<file path="src/hdl/v210u_pkg.sv">
`timescale 1ns / 1ps
// Shared types and constants for the v210 to 8-bit UYVY unpacker
package v210u_pkg;

  // Geometry limits
  localparam int MAX_LUMA_WIDTH = 4096;
  localparam int MAX_PAIRS      = MAX_LUMA_WIDTH / 2;
  localparam int MAX_LINES      = 4096;

  // Field and counter widths
  localparam int PAIRS_W      = 12;  // line_pixel_pairs register
  localparam int LINES_W      = 13;  // lines_per_frame register
  localparam int WORD_IDX_W   = 12;  // word index within a line
  localparam int LINE_IDX_W   = 12;  // line index within a frame
  localparam int POS_W        = 14;  // sample index within a line
  localparam int SAMPLE_W     = 8;
  localparam int SAMPLES_PER_WORD = 3;
  localparam int CNT_W        = 2;   // samples per word, 0..3
  localparam int WORD_W       = 32;
  localparam int SRC_SAMPLE_W = 10;
  localparam int DROP_BITS    = 2;

  // v210 groups: 24 pixel pairs occupy 32 words
  localparam int GROUP_PAIRS  = 24;
  localparam int GROUP_WORDS  = 32;
  localparam int GROUP_SHIFT  = 5;   // log2 of GROUP_WORDS
  // ceil(p/24) = ((p+23)>>3) / 3, divide by 3 through 171/512
  localparam int RECIP3       = 171;
  localparam int RECIP3_W     = 8;
  localparam int RECIP3_SHIFT = 9;

  // Configuration port
  localparam int CFG_ADDR_W = 3;
  localparam int CFG_DATA_W = 32;
  localparam logic REG_LINE_PIXEL_PAIRS = 1'b0;
  localparam logic REG_LINES_PER_FRAME  = 1'b1;

  // Reset values and the geometry they imply
  localparam int RST_PAIRS  = 960;
  localparam int RST_LINES  = 1080;
  localparam int RST_ACTIVE = 4 * RST_PAIRS;
  localparam int RST_WORDS  = ((RST_PAIRS + GROUP_PAIRS - 1) / GROUP_PAIRS) * GROUP_WORDS;

  // Queue between front and back
  localparam int QUEUE_DEPTH = 4;
  localparam int QUEUE_AW    = 2;

  // Effective line and frame geometry
  typedef struct packed {
    logic [POS_W-1:0]      active;  // active samples per line
    logic [WORD_IDX_W-1:0] words;   // words per line, padding included
    logic [LINES_W-1:0]    lines;   // lines per frame
  } geom_t;

  // One classified word: its active samples are always a prefix
  typedef struct packed {
    logic [SAMPLES_PER_WORD-1:0][SAMPLE_W-1:0] samples;
    logic [CNT_W-1:0] count;      // 1..3
    logic             line_end;   // last sample closes the line
    logic             frame_end;  // last sample closes the frame
  } entry_t;

endpackage

</file>
<file path="src/hdl/v210u_cfg.sv">
`timescale 1ns / 1ps
// Configuration registers and the derived line geometry
module v210u_cfg (
  input  logic                                 clk,
  input  logic                                 rst_n,
  input  logic                                 psel,
  input  logic                                 penable,
  input  logic                                 pwrite,
  input  logic [v210u_pkg::CFG_ADDR_W-1:0]     paddr,
  input  logic [v210u_pkg::CFG_DATA_W-1:0]     pwdata,
  output logic [v210u_pkg::CFG_DATA_W-1:0]     prdata,
  output logic                                 pready,
  output v210u_pkg::geom_t                     geom
);

  logic [v210u_pkg::PAIRS_W-1:0] pairs_r;
  logic [v210u_pkg::LINES_W-1:0] lines_r;
  v210u_pkg::geom_t              geom_r, geom_nxt;

  logic                          reg_sel;
  logic                          wr_en;
  logic [v210u_pkg::PAIRS_W-1:0] eff_pairs;
  logic [v210u_pkg::LINES_W-1:0] eff_lines;
  logic [v210u_pkg::PAIRS_W-1:0] pairs_ceil;
  logic [v210u_pkg::RECIP3_SHIFT-1:0] eighths;
  logic [v210u_pkg::RECIP3_SHIFT+v210u_pkg::RECIP3_W-1:0] prod;
  logic [v210u_pkg::WORD_IDX_W-v210u_pkg::GROUP_SHIFT-1:0] groups;

  assign pready = 1'b1;
  assign reg_sel = paddr[2];
  assign wr_en  = psel & penable & pwrite;

  // Register writes
  always_ff @(posedge clk) begin
    if (!rst_n) begin
      pairs_r <= v210u_pkg::PAIRS_W'(v210u_pkg::RST_PAIRS);
      lines_r <= v210u_pkg::LINES_W'(v210u_pkg::RST_LINES);
    end else if (wr_en) begin
      case (reg_sel)
        v210u_pkg::REG_LINE_PIXEL_PAIRS: pairs_r <= pwdata[v210u_pkg::PAIRS_W-1:0];
        v210u_pkg::REG_LINES_PER_FRAME:  lines_r <= pwdata[v210u_pkg::LINES_W-1:0];
        default: ;
      endcase
    end
  end

  // Read back
  always_comb begin
    case (reg_sel)
      v210u_pkg::REG_LINE_PIXEL_PAIRS:
        prdata = v210u_pkg::CFG_DATA_W'(pairs_r);
      v210u_pkg::REG_LINES_PER_FRAME:
        prdata = v210u_pkg::CFG_DATA_W'(lines_r);
      default: prdata = '0;
    endcase
  end

  // Clamp width and height, then derive line length in words
  always_comb begin
    if (pairs_r == '0)
      eff_pairs = v210u_pkg::PAIRS_W'(1);
    else if (pairs_r > v210u_pkg::PAIRS_W'(v210u_pkg::MAX_PAIRS))
      eff_pairs = v210u_pkg::PAIRS_W'(v210u_pkg::MAX_PAIRS);
    else
      eff_pairs = pairs_r;

    if (lines_r == '0)
      eff_lines = v210u_pkg::LINES_W'(1);
    else if (lines_r > v210u_pkg::LINES_W'(v210u_pkg::MAX_LINES))
      eff_lines = v210u_pkg::LINES_W'(v210u_pkg::MAX_LINES);
    else
      eff_lines = lines_r;

    // groups = ceil(pairs / 24)
    pairs_ceil = eff_pairs + v210u_pkg::PAIRS_W'(v210u_pkg::GROUP_PAIRS - 1);
    eighths    = v210u_pkg::RECIP3_SHIFT'(pairs_ceil >> 3);
    prod       = eighths * v210u_pkg::RECIP3_W'(v210u_pkg::RECIP3);
    groups     = prod[v210u_pkg::RECIP3_SHIFT +: (v210u_pkg::WORD_IDX_W-v210u_pkg::GROUP_SHIFT)];

    geom_nxt.active = {eff_pairs, 2'b00};
    geom_nxt.words  = {groups, {v210u_pkg::GROUP_SHIFT{1'b0}}};
    geom_nxt.lines  = eff_lines;
  end

  always_ff @(posedge clk) begin
    if (!rst_n) begin
      geom_r.active <= v210u_pkg::POS_W'(v210u_pkg::RST_ACTIVE);
      geom_r.words  <= v210u_pkg::WORD_IDX_W'(v210u_pkg::RST_WORDS);
      geom_r.lines  <= v210u_pkg::LINES_W'(v210u_pkg::RST_LINES);
    end else begin
      geom_r <= geom_nxt;
    end
  end

  assign geom = geom_r;

endmodule

</file>
<file path="src/hdl/v210u_front.sv">
`timescale 1ns / 1ps
// Front end: takes words, tracks position in line and frame, classifies samples
module v210u_front (
  input  logic                             clk,
  input  logic                             rst_n,
  input  v210u_pkg::geom_t                 geom,
  input  logic                             in_tvalid,
  output logic                             in_tready,
  input  logic [v210u_pkg::WORD_W-1:0]     in_tdata,
  input  logic                             q_full,
  output logic                             q_push,
  output v210u_pkg::entry_t                q_data
);

  logic [v210u_pkg::WORD_IDX_W-1:0] word_idx_r, word_idx_nxt;
  logic [v210u_pkg::POS_W-1:0]      pos_r, pos_nxt;
  logic [v210u_pkg::LINE_IDX_W-1:0] line_idx_r, line_idx_nxt;

  logic                             accept;
  logic                             last_line;
  logic                             line_done;
  logic                             any_active;
  logic [v210u_pkg::POS_W-1:0]      remain;
  logic [v210u_pkg::CNT_W-1:0]      count;

  assign in_tready = !q_full;
  assign accept    = in_tvalid & in_tready;

  // Classify the word against the line geometry
  always_comb begin
    last_line  = ({1'b0, line_idx_r} + v210u_pkg::LINES_W'(1)) >= geom.lines;
    line_done  = ({1'b0, word_idx_r} + 13'd1) >= {1'b0, geom.words};
    any_active = geom.active > pos_r;
    remain     = geom.active - pos_r;
    if (!any_active)
      count = '0;
    else if (remain >= v210u_pkg::POS_W'(v210u_pkg::SAMPLES_PER_WORD))
      count = v210u_pkg::CNT_W'(v210u_pkg::SAMPLES_PER_WORD);
    else
      count = remain[v210u_pkg::CNT_W-1:0];

    for (int k = 0; k < v210u_pkg::SAMPLES_PER_WORD; k++) begin
      q_data.samples[k] = in_tdata[k*v210u_pkg::SRC_SAMPLE_W + v210u_pkg::DROP_BITS +:
                                   v210u_pkg::SAMPLE_W];
    end
    q_data.count     = count;
    q_data.line_end  = any_active &&
                       (remain <= v210u_pkg::POS_W'(v210u_pkg::SAMPLES_PER_WORD));
    q_data.frame_end = q_data.line_end && last_line;
    q_push           = accept && (count != '0);
  end

  // Position counters
  always_comb begin
    word_idx_nxt = word_idx_r;
    pos_nxt      = pos_r;
    line_idx_nxt = line_idx_r;
    if (accept) begin
      if (line_done) begin
        word_idx_nxt = '0;
        pos_nxt      = '0;
        line_idx_nxt = last_line ? '0 : line_idx_r + v210u_pkg::LINE_IDX_W'(1);
      end else begin
        word_idx_nxt = word_idx_r + v210u_pkg::WORD_IDX_W'(1);
        pos_nxt      = pos_r + v210u_pkg::POS_W'(v210u_pkg::SAMPLES_PER_WORD);
      end
    end
  end

  always_ff @(posedge clk) begin
    if (!rst_n) begin
      word_idx_r <= '0;
      pos_r      <= '0;
      line_idx_r <= '0;
    end else begin
      word_idx_r <= word_idx_nxt;
      pos_r      <= pos_nxt;
      line_idx_r <= line_idx_nxt;
    end
  end

endmodule

</file>
<file path="src/hdl/v210u_queue.sv">
`timescale 1ns / 1ps
// Small queue of classified words between front and back
module v210u_queue (
  input  logic              clk,
  input  logic              rst_n,
  input  logic              push,
  input  v210u_pkg::entry_t push_data,
  output logic              full,
  input  logic              pop,
  output v210u_pkg::entry_t head,
  output logic              empty
);

  v210u_pkg::entry_t                 mem_r [v210u_pkg::QUEUE_DEPTH];
  logic [v210u_pkg::QUEUE_AW-1:0]    wr_ptr_r, rd_ptr_r;
  logic [v210u_pkg::QUEUE_AW:0]      fill_r, fill_nxt;
  logic                              do_push, do_pop;

  assign full    = fill_r == (v210u_pkg::QUEUE_AW+1)'(v210u_pkg::QUEUE_DEPTH);
  assign empty   = fill_r == '0;
  assign do_push = push && !full;
  assign do_pop  = pop && !empty;
  assign head    = mem_r[rd_ptr_r];

  always_comb begin
    fill_nxt = fill_r;
    if (do_push && !do_pop)
      fill_nxt = fill_r + (v210u_pkg::QUEUE_AW+1)'(1);
    else if (do_pop && !do_push)
      fill_nxt = fill_r - (v210u_pkg::QUEUE_AW+1)'(1);
  end

  // Storage
  always_ff @(posedge clk) begin
    if (do_push)
      mem_r[wr_ptr_r] <= push_data;
  end

  // Pointers and fill level
  always_ff @(posedge clk) begin
    if (!rst_n) begin
      wr_ptr_r <= '0;
      rd_ptr_r <= '0;
      fill_r   <= '0;
    end else begin
      if (do_push)
        wr_ptr_r <= wr_ptr_r + v210u_pkg::QUEUE_AW'(1);
      if (do_pop)
        rd_ptr_r <= rd_ptr_r + v210u_pkg::QUEUE_AW'(1);
      fill_r <= fill_nxt;
    end
  end

endmodule

</file>
<file path="src/hdl/v210u_back.sv">
`timescale 1ns / 1ps
// Back end: serializes queued words, one beat per cycle unless stalled
module v210u_back (
  input  logic                               clk,
  input  logic                               rst_n,
  input  v210u_pkg::entry_t                  head,
  input  logic                               q_empty,
  output logic                               q_pop,
  output logic                               out_tvalid,
  input  logic                               out_tready,
  output logic [v210u_pkg::SAMPLE_W-1:0]     out_tdata,
  output logic                               out_tlast,
  output logic [1:0]                         out_tuser
);

  logic [v210u_pkg::CNT_W-1:0]    sel_r, sel_nxt;
  logic                           valid_r, valid_nxt;
  logic [v210u_pkg::SAMPLE_W-1:0] sample_r, sample_nxt;
  logic                           word_last_r, word_last_nxt;
  logic                           line_end_r, line_end_nxt;
  logic                           frame_end_r, frame_end_nxt;
  logic                           load;
  logic                           is_last;

  assign load    = !valid_r || out_tready;
  assign is_last = sel_r == (head.count - v210u_pkg::CNT_W'(1));
  assign q_pop   = load && !q_empty && is_last;

  always_comb begin
    sel_nxt       = sel_r;
    valid_nxt     = valid_r;
    sample_nxt    = sample_r;
    word_last_nxt = word_last_r;
    line_end_nxt  = line_end_r;
    frame_end_nxt = frame_end_r;
    if (load) begin
      valid_nxt = !q_empty;
      if (!q_empty) begin
        case (sel_r)
          2'd0:    sample_nxt = head.samples[0];
          2'd1:    sample_nxt = head.samples[1];
          default: sample_nxt = head.samples[2];
        endcase
        word_last_nxt = is_last;
        line_end_nxt  = is_last && head.line_end;
        frame_end_nxt = is_last && head.frame_end;
        sel_nxt       = is_last ? '0 : sel_r + v210u_pkg::CNT_W'(1);
      end
    end
  end

  // Control
  always_ff @(posedge clk) begin
    if (!rst_n) begin
      sel_r   <= '0;
      valid_r <= 1'b0;
    end else begin
      sel_r   <= sel_nxt;
      valid_r <= valid_nxt;
    end
  end

  // Output payload
  always_ff @(posedge clk) begin
    sample_r    <= sample_nxt;
    word_last_r <= word_last_nxt;
    line_end_r  <= line_end_nxt;
    frame_end_r <= frame_end_nxt;
  end

  assign out_tvalid = valid_r;
  assign out_tdata  = sample_r;
  assign out_tlast  = line_end_r;
  assign out_tuser  = {frame_end_r, word_last_r};

endmodule

</file>
<file path="src/hdl/v210_to_uyvy8_unpacker.sv">
`timescale 1ns / 1ps
// v210 to 8-bit UYVY unpacker. Each input beat is one little-endian v210 word
// carrying three 10-bit samples (bits 9:0, 19:10, 29:20); each becomes an 8-bit
// sample (top eight bits) on the output, one beat per cycle while out_tready
// is high, so a word with three active samples yields three output beats and
// the output side rather than the input limits the sustained rate. Samples
// past 4*line_pixel_pairs and the padding words of each line (32 words per 24
// pixel pairs, rounded up) produce no beats. out_tlast marks the last active
// sample of a line; out_tuser[0] marks the last beat of a word and out_tuser[1]
// the last active sample of a frame. A 4-deep queue between the word
// classifier and the output serializer lets the input run ahead while output
// is stalled. Width is capped at 2048 pixel pairs and height at 4096 lines;
// zero acts as one. Write configuration only while the block is idle; new
// geometry reaches words through the cfg registers and then the geom_r register.
module v210_to_uyvy8_unpacker (
  input  logic        clk,
  input  logic        rst_n,
  // input stream
  input  logic        in_tvalid,
  output logic        in_tready,
  input  logic [31:0] in_tdata,    // [31:0] packed_word
  // output stream
  output logic        out_tvalid,
  input  logic        out_tready,
  output logic [7:0]  out_tdata,   // [7:0] sample
  output logic        out_tlast,   // line_end
  output logic [1:0]  out_tuser,   // [0] word_last, [1] frame_end
  // configuration
  input  logic        cfg_psel,
  input  logic        cfg_penable,
  input  logic        cfg_pwrite,
  input  logic [2:0]  cfg_paddr,
  input  logic [31:0] cfg_pwdata,
  output logic [31:0] cfg_prdata,
  output logic        cfg_pready
);

  v210u_pkg::geom_t  geom;
  v210u_pkg::entry_t push_data;
  v210u_pkg::entry_t head;
  logic              q_push, q_full, q_pop, q_empty;

  v210u_cfg u_cfg (
    .clk     (clk),
    .rst_n   (rst_n),
    .psel    (cfg_psel),
    .penable (cfg_penable),
    .pwrite  (cfg_pwrite),
    .paddr   (cfg_paddr),
    .pwdata  (cfg_pwdata),
    .prdata  (cfg_prdata),
    .pready  (cfg_pready),
    .geom    (geom)
  );

  v210u_front u_front (
    .clk       (clk),
    .rst_n     (rst_n),
    .geom      (geom),
    .in_tvalid (in_tvalid),
    .in_tready (in_tready),
    .in_tdata  (in_tdata),
    .q_full    (q_full),
    .q_push    (q_push),
    .q_data    (push_data)
  );

  v210u_queue u_queue (
    .clk       (clk),
    .rst_n     (rst_n),
    .push      (q_push),
    .push_data (push_data),
    .full      (q_full),
    .pop       (q_pop),
    .head      (head),
    .empty     (q_empty)
  );

  v210u_back u_back (
    .clk        (clk),
    .rst_n      (rst_n),
    .head       (head),
    .q_empty    (q_empty),
    .q_pop      (q_pop),
    .out_tvalid (out_tvalid),
    .out_tready (out_tready),
    .out_tdata  (out_tdata),
    .out_tlast  (out_tlast),
    .out_tuser  (out_tuser)
  );

endmodule
</file>
<file path="config.mk">
export PLATFORM = sky130hd
export DESIGN_NAME = v210_to_uyvy8_unpacker
export DESIGN_NICKNAME = d
export VERILOG_FILES = /design/src/hdl/v210u_pkg.sv /design/src/hdl/v210u_cfg.sv /design/src/hdl/v210u_front.sv /design/src/hdl/v210u_queue.sv /design/src/hdl/v210u_back.sv /design/src/hdl/v210_to_uyvy8_unpacker.sv
export SDC_FILE = /design/constraint.sdc
export NUM_CORES = 1
export LEC_CHECK = 0
export BUFFER_PORTS_ARGS = -buffer_cell sky130_fd_sc_hd__buf_2
export CAP_MARGIN = 15
export CORE_MARGIN = 2
export CORE_UTILIZATION = 50
export DETAILED_ROUTE_END_ITERATION = 8
export GPL_TIMING_DRIVEN = 0
export PLACE_DENSITY = 0.69
export SLEW_MARGIN = 0
export SYNTH_ARGS = -nofsm -noshare
export SYNTH_HDL_FRONTEND = slang
export SYNTH_SLANG_ARGS = --single-unit
</file>
<file path="constraint.sdc">
create_clock -name clk -period 5.72 [get_ports clk]
set_clock_uncertainty 0.15 [all_clocks]
set_input_delay 0.858 -clock clk [delete_from_list [all_inputs] [get_ports clk]]
set_output_delay 0.858 -clock clk [all_outputs]
set_load 0.1 [all_outputs]
</file>
=== Word level (Yosys, flattened, before mapping) ===
Memories as Yosys holds them, arrays and structs flattened. A register that Yosys moved wholly into a read port is not among the register bits.
Cells that the tools add are included.

* Bitwise logic cells: 6
* Equal/unequal tests: 3
* Multipliers: 1
* Mux-type cells: 18
* Reductions and logical operators: 29
* $lt $le $gt $ge: 7
* Add/subtract/negate cells: 13

{| class="wikitable"
|+ Operator list
! operator !! count
|-
| $pmux W32 S2 || 1
|-
| $mux W12 || 4
|-
| $add A12 B1 Y13 const B || 2
|-
| $mux W13 || 2
|-
| $add A12 B1 Y12 const B || 2
|-
| $mul A9 B8 Y16 const B || 1
|-
| $pmux W8 S2 || 1
|-
| $add A14 B2 Y14 const B || 1
|-
| $ge A14 B2 Y1 const B || 1
|-
| $gt A14 B14 Y1 || 1
|-
| $le A14 B2 Y1 const B || 1
|-
| $mux W14 || 1
|-
| $sub A14 B14 Y14 || 1
|-
| $ge A13 B12 Y1 || 1
|-
| $ge A13 B13 Y1 || 1
|-
| $gt A13 B13 Y1 const B || 1
|-
| $logic_not A13 Y1 || 1
|-
| $add A12 B5 Y12 const B || 1
|-
| $gt A12 B12 Y1 const B || 1
|-
| $logic_not A12 Y1 || 1
|-
| $logic_and A1 B1 Y1 || 11
|-
| $mux W2 || 5
|-
| $reduce_and A2 Y1 || 4
|-
| $add A2 B1 Y2 const B || 3
|-
| 17 further kinds || 28
|}

* Bits in writable memories: 112
* Input bits: 74
* Memories: 1
* Logic and storage cells: 99
* Output and inout port bits: 46
* Register bits: 123

{| class="wikitable"
|+ Memories
! name !! depth !! bits a word !! read ports !! clocked after memory_dff !! write ports !! line !! RTL
|-
| u_queue.mem_r || 4 || 28 || 1 || 1 || 1 || v210u_queue.sv:14 || <nowiki>v210u_pkg::entry_t mem_r [v210u_pkg::QUEUE_DEPTH];</nowiki>
|}

=== Logic depth before layout (Yosys ltp) ===
Gate-level depths: netlist (run 1).

* Depth in word-level cells: 11
* Mapped depth: 22
* Depth with buffers taken out: 21

=== By module ===
Synthesis (run 1) repeated with hierarchy kept, for this count alone.

* Cells, all modules: 1132
* Area, all modules: 12493.2 um^2

{| class="wikitable"
|+ Modules (own cells, without submodules)
! module !! sequential area each (um^2) !! area an instance (um^2) !! cells an instance !! times used
|-
| v210u_queue || 3543.4 || 4571.9 || 194 || 1
|-
| v210u_cfg || 1141.1 || 3706.1 || 418 || 1
|-
| v210u_front || 760.7 || 3512.1 || 455 || 1
|-
| v210u_back || 390.4 || 703.2 || 65 || 1
|}

=== Worst setup path before layout (run 1) ===
Ideal clock, no wire load.

* Path type: register -> register
* Start point: register u_cfg.pairs_r[4] in the netlist's numbering
* End point: register u_cfg.geom_r, in the netlist u_cfg.geom[24]
* Required time: 5.455 ns
* Path buffers: 1
* Setup time: 0.115 ns
* Data arrival time: 5.010 ns
* Path slack: 0.445 ns
* Stages on the path, launching flop included: 23
* Clock period less this slack: 5.275 ns
* Cell sequence: dfxtp_1 clkbuf_1 or4_1 nor2_1 nand2_1 and2_1 nor2_1 mux2i_1 xnor2_1 inv_1 fa_1 fa_1 inv_1 fa_1 inv_1 ha_1 a21o_1 a21oi_1 a2bb2oi_1 nand4b_1 a31oi_1 xnor2_1 and2_1

* Longest elaborated chain between the ends: 5
* Elaborated cells between the ends (all ways): 6
* Classes of those cells: add/sub: 1; mul: 1; order compare: 1; mux: 2; reduce/logical: 1

{| class="wikitable"
|+ RTL lines
! what !! line !! RTL
|-
| start: declaration || v210u_cfg.sv:16 || <nowiki>logic [v210u_pkg::PAIRS_W-1:0] pairs_r;</nowiki>
|-
| start signal: assignment || v210u_cfg.sv:36 || <nowiki>pairs_r <= v210u_pkg::PAIRS_W'(v210u_pkg::RST_PAIRS);</nowiki>
|-
| start signal: assignment || v210u_cfg.sv:40 || <nowiki>v210u_pkg::REG_LINE_PIXEL_PAIRS: pairs_r <= pwdata[v210u_pkg::PAIRS_W-1:0];</nowiki>
|-
| $gt A12 B12 Y1 || v210u_cfg.sv:62 || <nowiki>else if (pairs_r > v210u_pkg::PAIRS_W'(v210u_pkg::MAX_PAIRS))</nowiki>
|-
| $mux W12 || v210u_cfg.sv:62 ||
|-
| $mux W12 (*) || v210u_cfg.sv:60 || <nowiki>if (pairs_r == '0)</nowiki>
|-
| $add A12 B5 Y12 (*) || v210u_cfg.sv:75 || <nowiki>pairs_ceil = eff_pairs + v210u_pkg::PAIRS_W'(v210u_pkg::GROUP_PAIRS - 1);</nowiki>
|-
| $mul A9 B8 Y16 (*) || v210u_cfg.sv:77 || <nowiki>prod = eighths * v210u_pkg::RECIP3_W'(v210u_pkg::RECIP3);</nowiki>
|-
| end signal: assignment || v210u_cfg.sv:91 || <nowiki>geom_r <= geom_nxt;</nowiki>
|-
| end: declaration || v210u_cfg.sv:18 || <nowiki>v210u_pkg::geom_t geom_r, geom_nxt;</nowiki>
|}

Mark *: on every way between the ends. The rest lies on a longest branch, timed or not.
A chain may end at the register's enable or synchronous reset.

=== Worst setup path in the final report (run 1) ===
Same ends and word-level chain as after synthesis.

==> results.md, run 1 <==
- Status: finished, final reports clean
- Max Cap Viol: 0
- Most common cell in the netlist: edfxtp_1
- Initial antenna violation count: 0
- Tot GR Track Use: 20.0%
- CP Class: flip-flop to flip-flop
- # fillers: 2125
- Core area: 0.0241 mm2
- Synthesized area: 0.0122 mm2
- Routed vias: 8259
- Asr flop ratio synth: 0%
- Yosys cell types: 84
- Post-layout min period: 5.34 ns
- WL final: 25.4 mm
- Worst Path Max Fanout: 9
- Initial Util: 50.5%
- Drt via density: 5.34
- # rows: 57
- I/O pin count: 120
- Critical path arrival: 5.60 ns
- Tcrit/Tclk final: 93.4%
- PD cells: 393 mW/mm2
- Maximum clock frequency: 0.187 GHz
- Max clock buf depth: 3
- Die height: 160 um
- Global-route wire length before repair: 41.6 mm
- H-tree Lvls: 1
- Drt pass-1 iters: 5
- Mapped Cells: 1092
- Least-Margin Pin Slew: 0.957 ns
- Final ANT Viol Nets: 0
- Port Buffers: 70
- Initial DRC Count: 530
- WHS: 0.324 ns
- Hold Buf Count CTS: 0
- Vias in the first global route: 8251
- Final setup viols: 0
- Crit path capture type: flip-flop
- CTS tree: yes
- Share of cells above drive strength 1: 17.4%
- Top cell types by occurrence after synthesis: 123 x edfxtp_1, 107 x dfxtp_1, 96 x inv_1
- Fin worst setup slack: 0.376 ns
- Detail Placement HPWL: 18.4 mm
- GPL Wtd Cong: 0.868
- Pin count of the biggest net entering global routing: 29
- Post-synthesis sequential area ratio: 47.9%
- Synthesis-to-layout area growth: 13.8%
- Hold Crit Class: flip-flop to flip-flop
- Root buf cell: clkbuf_16
- DR DRC count: 0
- Area leader, netlist: edfxtp_1
- Clock sinks: 230
- Slowest CP cell: fa_1
- Synth Warn #: 0
- Leak: 5.56 nW
- Worst setup SP type: flip-flop
- Nets: 1378
- EDFF count, synth: 123
- Total Power: 5.44 mW
- Worst rel slew slack: 36.2%
- RSZ-0062 raised after global routing: no
- Avg Inst Size Synth: 11.2 um2
- Yosys reg bits: 230
- Worst VDD drop: 364 uV
- Clk_lat worst skew: 0.51 ns
- DP Worst Slack: -0.230 ns
- Main area contributors after synthesis: edfxtp_1 30%, dfxtp_1 18%, ha_1 8.7%
- Ys flop type: edfxtp_1
- Overflow after GRT: 0
- Fin. max-slew vios: 0
- Die area: 0.0256 mm2
- Post-synth top area share: 30.3%
- Clock transition at path regs: 0.06 ns
- CP max stage delay: 0.56 ns
- Die width: 160 um
- Final Hold Viols: 0
- Critical Path RT: 5.98 ns
- CP cell instances: or4_1 -> nor2_1 -> nand2_1 -> and2_4 -> nor2_1 -> mux2i_2 -> xnor2_1 -> inv_1 -> fa_1 -> fa_1 -> inv_1 -> fa_1 -> inv_1 -> ha_1 -> a21o_1 -> a21oi_2 -> a2bb2oi_2 -> nand4b_1 -> a31oi_1 -> xnor2_1 -> and2_1
- TritonCTS buffer count: 23
- Routed length per placed instance: 16.4 um
-- timing repair --
action                     CTS  global route
setup endpoints to repair    4             4
resized for setup            4             9
pin swaps                    1             5
buffers inserted             1             0
-- routing by layer --
layer / vias to the layer above / track usage (%) / wire [um]
met5: - / 0 / 0
met4: 0 / 4.46 / 452
met3: 29 / 2.65 / 1290
met2: 218 / 34.7 / 12300
met1: 3936 / 27.0 / 11400
li1: 4076 / - / -
-- worst max-delay path, delay by kind of cell, from the launching register on --
| kind | cells | cell delay [ns] |
|---|---|---|
| AOI/OAI and AO/OA | 4 | 0.78 |
| xor gates and xnor gates | 2 | 0.33 |
| adders and majority gates | 4 | 1.92 |
| buffers and inverters | 3 | 0.20 |
| DFF | 1 | 0.38 |
| muxes | 1 | 0.12 |
| and+or+nand+nor | 7 | 1.35 |
-- through the flow --
| stage | utilization, % | setup TNS (ns) | instance area [um2] | std cells |
|---|---|---|---|---|
| 6_report | 57.5 | 0 | 13900 | 1546 |
| 4_1_cts | 57.4 | 0 | 13800 | 1546 |
| 2_1_floorplan | - | 0 | 12200 | 1110 |
| 3_5_place_dp | 54.0 | -0.537 | 13000 | 1504 |
| 3_3_place_gp | 53.9 | -0.438 | 13000 | 1504 |
| 5_1_grt | 57.5 | 0 | 13900 | 1545 |
-- placed cells by master, fill, tap and decap left out, drive strengths merged, types with 7 or more instances in the layout --
cell    count
conb       20
edfxtp    123
fa         15
and2       29
a221o       9
and3       19
o21ai      34
dfxtp     107
nand4      15
nor2b      26
a21boi     27
a21o       10
nand2      94
nor2       59
mux4       28
mux2        8
nor4        9
mux2i       7
a31oi       8
nand2b      8
a21oi      30
nand3      29
xor2       16
buf       103
clkbuf     61
nor3       17
o211ai      7
nor3b       7
ha         85
xnor2      38
inv        97
-- power by group --
group | internal, mW | leakage (nW) | switching, mW | total [mW]
clock network | 0.953 | 0.389 | 0.622 | 1.58
logic | 0.582 | 3.18 | 1.17 | 1.75
registers | 2.03 | 2.00 | 0.0904 | 2.12
total | 3.56 | 5.56 | 1.88 | 5.44
-- cell families after synthesis --
logic type	count (synthesis)	synth area share, %
buffers and inverters	158	5.75
DFF	230	47.9
adders and majority gates	100	11.2
AOI/OAI and AO/OA	165	9.86
other	2	0.0617
and+or+nand+nor	340	14.8
muxes	43	6.49
xor gates and xnor gates	54	3.94
-- registers in the layout, summed over array words and instances (netlist names), named ones only --
signal / count
u_queue.mem_r: 112
u_cfg.geom: 32
u_front.pos_r: 14
u_cfg.lines_r: 13
u_cfg.pairs_r: 12
u_front.line_idx_r: 12
u_front.word_idx_r: 12
u_back.out_tdata: 8
u_queue.fill_r: 3
u_back.sel_r: 2
u_queue.rd_ptr_r: 2
u_queue.wr_ptr_r: 2
u_back.frame_end_r: 1
u_back.out_tlast: 1
u_back.out_tvalid: 1
u_back.word_last_r: 1
-- cell type report --
type                       instances  area, um2  share of cell area [%]
antenna                            1       2.50                  0.0180
buffer                            60        333                    2.40
clock buffer                      33        664                    4.79
clock inverter                     9        144                    1.04
inverter                          96        360                    2.60
multi-input combinational        722       5760                    41.6
sequential                       230       5840                    42.1
tap                              324        405                    2.92
timing repair buffer              71        358                    2.58
-- final timing paths --
path	start	to	slack, ns	cells past startpoint
worst max-delay path	u_cfg.pairs_r[4]$_SDFFE_PN0P_	u_cfg.geom[24]$_SDFF_PN0_	0.38	21
worst min-delay path	u_back.sel_r[1]$_SDFFE_PN0P_	u_back.sel_r[1]$_SDFFE_PN0P_	0.32	2
worst min register to register	u_back.sel_r[1]$_SDFFE_PN0P_	u_back.sel_r[1]$_SDFFE_PN0P_	0.32	2
worst max register to register	u_cfg.pairs_r[4]$_SDFFE_PN0P_	u_cfg.geom[24]$_SDFF_PN0_	0.38	21
Note: power is estimated with default switching activity, not from simulation.
==> run 2, diff against run 1 <==
Settings changed: MAX_ROUTING_LAYER set to met4.
==> run 2 against run 1 <==
Compared with the run above: register-to-register slack about the same; flip-flop and latch count unchanged; cell count about the same; sequential share of layout area about the same; clock power about the same; combinational power about the same; setup slack got worse by 0.0060 ns; sequential power about the same; total power about the same; wire length increased by 0.20%; cell area about the same; critical endpoint unchanged.
==> results.md, run 2 (synthesis gave the netlist of run 1 again) <==
- GPL Wtd Cong: 0.882 (was 0.868)
- WL final: 25.5 mm (was 25.4 mm)
- Int Pwr: 3.56 mW (about the same)
- Final Hold Viols: 0 (unchanged)
- Comb pwr share: 32.2% (about the same)
- Crit path capture type: flip-flop (unchanged)
- FF+latch area: 0.00584 mm2 (unchanged)
- Post-layout min period: 5.35 ns (was 5.34 ns)
- Worst setup SP type: flip-flop (unchanged)
- Commonest non-fill, non-tap cell in the layout: edfxtp_1 (unchanged)
- Nets: 1378 (unchanged)
- Final setup viols: 0 (unchanged)
- Worst rel slew slack: 36.0% (was 36.2%)
- Die width: 160 um (unchanged)
- Post-DP Area: 0.0130 mm2 (unchanged)
- Detail Placement HPWL: 18.4 mm (unchanged)
- Max clock buf depth: 3 (unchanged)
- Die height: 160 um (unchanged)
- DRT met1 WL: 11.6 mm (was 11.4 mm)
- Total Power: 5.45 mW (was 5.44 mW)
- TritonCTS buffer count: 23 (unchanged)
- Sequential power share: 38.9% (about the same)
- Drt via density: 5.34 (about the same)
- Share of cells above drive strength 1: 17.4% (unchanged)
- Maximum clock frequency: 0.187 GHz (about the same)
- Clk pwr share: 29.0% (was 28.9%)
- Internal reg-to-reg setup slack: 0.37 ns (was 0.38 ns)
- Vias in the first global route: 8241 (was 8251)
- Worst VDD drop: 365 uV (was 364 uV)
- WHS: 0.324 ns (about the same)
- Clk_lat worst skew: 0.51 ns (about the same)
- Tcrit/Tclk final: 93.5% (was 93.4%)
- Clock transition at path regs: 0.06 ns (about the same)
- Worst Path Max Fanout: 9 (unchanged)
- Routed length per placed instance: 16.5 um (was 16.4 um)
- Top Metal Used: met4 (unchanged)
- Final ANT Viol Nets: 0 (unchanged)
- Initial Util: 50.5% (unchanged)
- CP Class: flip-flop to flip-flop (unchanged)
- DR DRC count: 0 (unchanged)
- Switching part of the total: 34.6% (about the same)
- Hold Crit Class: flip-flop to flip-flop (unchanged)
- Initial DRC Count: 559 (was 530)
- Critical Path RT: 5.98 ns (about the same)
- Initial antenna violation count: 0 (unchanged)
- Routed vias: 8244 (was 8259)
- Largest register FFs: 112 (unchanged)
- Most flops, register: u_queue.mem_r (unchanged)
- PD cells: 393 mW/mm2 (about the same)
- Hold Buf Count CTS: 0 (unchanged)
- Multi-input gate area: 0.00576 mm2 (unchanged)
- DR WL met3: 1.10 mm (was 1.29 mm)
- Fin worst setup slack: 0.370 ns (was 0.376 ns)
- Status: finished, final reports clean (unchanged)
- Overflow after GRT: 0 (unchanged)
- Sw Pwr: 1.89 mW (was 1.88 mW)
- Inserted Diodes: 0 (was 1)
- # rows: 57 (unchanged)
- Pin count of the biggest net entering global routing: 29 (unchanged)
- I/O pin count: 120 (unchanged)
- CTS tree: yes (unchanged)
- # fillers: 2126 (was 2125)
- Met2 wire len: 12.3 mm (about the same)
- Placed cell count: 1504 (unchanged)
- Fin. max-slew vios: 0 (unchanged)
- Global-route wire length before repair: 41.6 mm (about the same)
- Max Cap Viol: 0 (unchanged)
- Critical path arrival: 5.61 ns (was 5.60 ns)
- Drt pass-1 iters: 5 (unchanged)
- H-tree Lvls: 1 (unchanged)
- Leak: 5.56 nW (unchanged)
- Finished Cell Area: 0.0139 mm2 (about the same)
- Clock sinks: 230 (unchanged)
- Port Buffers: 70 (unchanged)
- Least-Margin Pin Slew: 0.960 ns (was 0.957 ns)
- Non-filler instance count after layout: 1545 (was 1546)
- Root buf cell: clkbuf_16 (unchanged)
- Synthesis-to-layout area growth: 13.8% (about the same)
- DP Worst Slack: -0.230 ns (unchanged)
- Die area: 0.0256 mm2 (unchanged)
- RSZ-0062 raised after global routing: no (unchanged)
- Most frequent cells in the layout: 123 x edfxtp_1, 106 x dfxtp_1, 96 x inv_1 (unchanged)
- Core area: 0.0241 mm2 (unchanged)
- Tot GR Track Use: 20.6% (was 20.0%)
[run 2: cell count changes in the layout (fill, tap and decap cells not counted), sizes merged]
cell / delta
diode: -1
[run 2: worst max-delay path, stage by stage (launching register included)]
cell	delay (ns)
dfxtp_2	0.38
or4_1	0.54
nor2_1	0.10
nand2_1	0.07
and2_4	0.21
nor2_1	0.12
mux2i_2	0.13
xnor2_1	0.20
inv_1	0.09
fa_1	0.49
fa_1	0.56
inv_1	0.06
fa_1	0.54
inv_1	0.05
ha_1	0.33
a21o_1	0.19
a21oi_2	0.19
a2bb2oi_2	0.19
nand4b_1	0.15
a31oi_1	0.21
xnor2_1	0.13
and2_1	0.16
[run 2: path summary, 6_finish.rpt]
| kind | startpoint | cells after the start | to |
|---|---|---|---|
| worst max-delay path | u_cfg.pairs_r[4]$_SDFFE_PN0P_ | 21 | u_cfg.geom[24]$_SDFF_PN0_ |
| worst min-delay path | u_back.sel_r[1]$_SDFFE_PN0P_ | 2 | u_back.sel_r[1]$_SDFFE_PN0P_ |
| worst max register to register | u_cfg.pairs_r[4]$_SDFFE_PN0P_ | 21 | u_cfg.geom[24]$_SDFF_PN0_ |
| worst min register to register | u_back.sel_r[1]$_SDFFE_PN0P_ | 2 | u_back.sel_r[1]$_SDFFE_PN0P_ |
[run 2: through the flow]
| step | setup TNS (ns) | utilization (%) |
|---|---|---|
| floorplan | 0 | - |
| global placement | -0.438 | 53.9 |
| detailed placement | -0.537 | 54.0 |
| CTS | 0 | 57.4 |
| global route | 0 | 57.5 |
| finish | 0 | 57.5 |
[run 2: layout make-up]
type	count	share of cell area [%]
Timing Repair Buffer	71	2.58
Tap cell	324	2.92
Clock buffer	33	4.79
Multi-Input combinational cell	722	41.6
Inverter	96	2.60
Sequential cell	230	42.1
Buffer	60	2.40
Clock inverter	9	1.04
[run 2: timing repair]
action | CTS | global route
endpoints found under the setup margin | 4 | 4
buffers inserted | 1 | 0
resized for setup | 4 | 9
pin swaps | 1 | 5
[run 2: metal layers]
metal	global-route usage, %	vias to the layer above
met5	-	-
met4	4.46	0
met3	2.57	30
met2	34.7	202
met1	27.1	3940
li1	-	4072
[run 2: power groups by stage]
stage | clock network, mW | registers (mW) | logic, mW
after floorplan | 0 | 2.39 | 1.11
after global placement | 0 | 2.14 | 1.72
after detailed placement | 0 | 2.15 | 1.74
after CTS | 1.60 | 2.12 | 1.76
after global routing | 1.67 | 2.14 | 1.90
final | 1.58 | 2.12 | 1.75
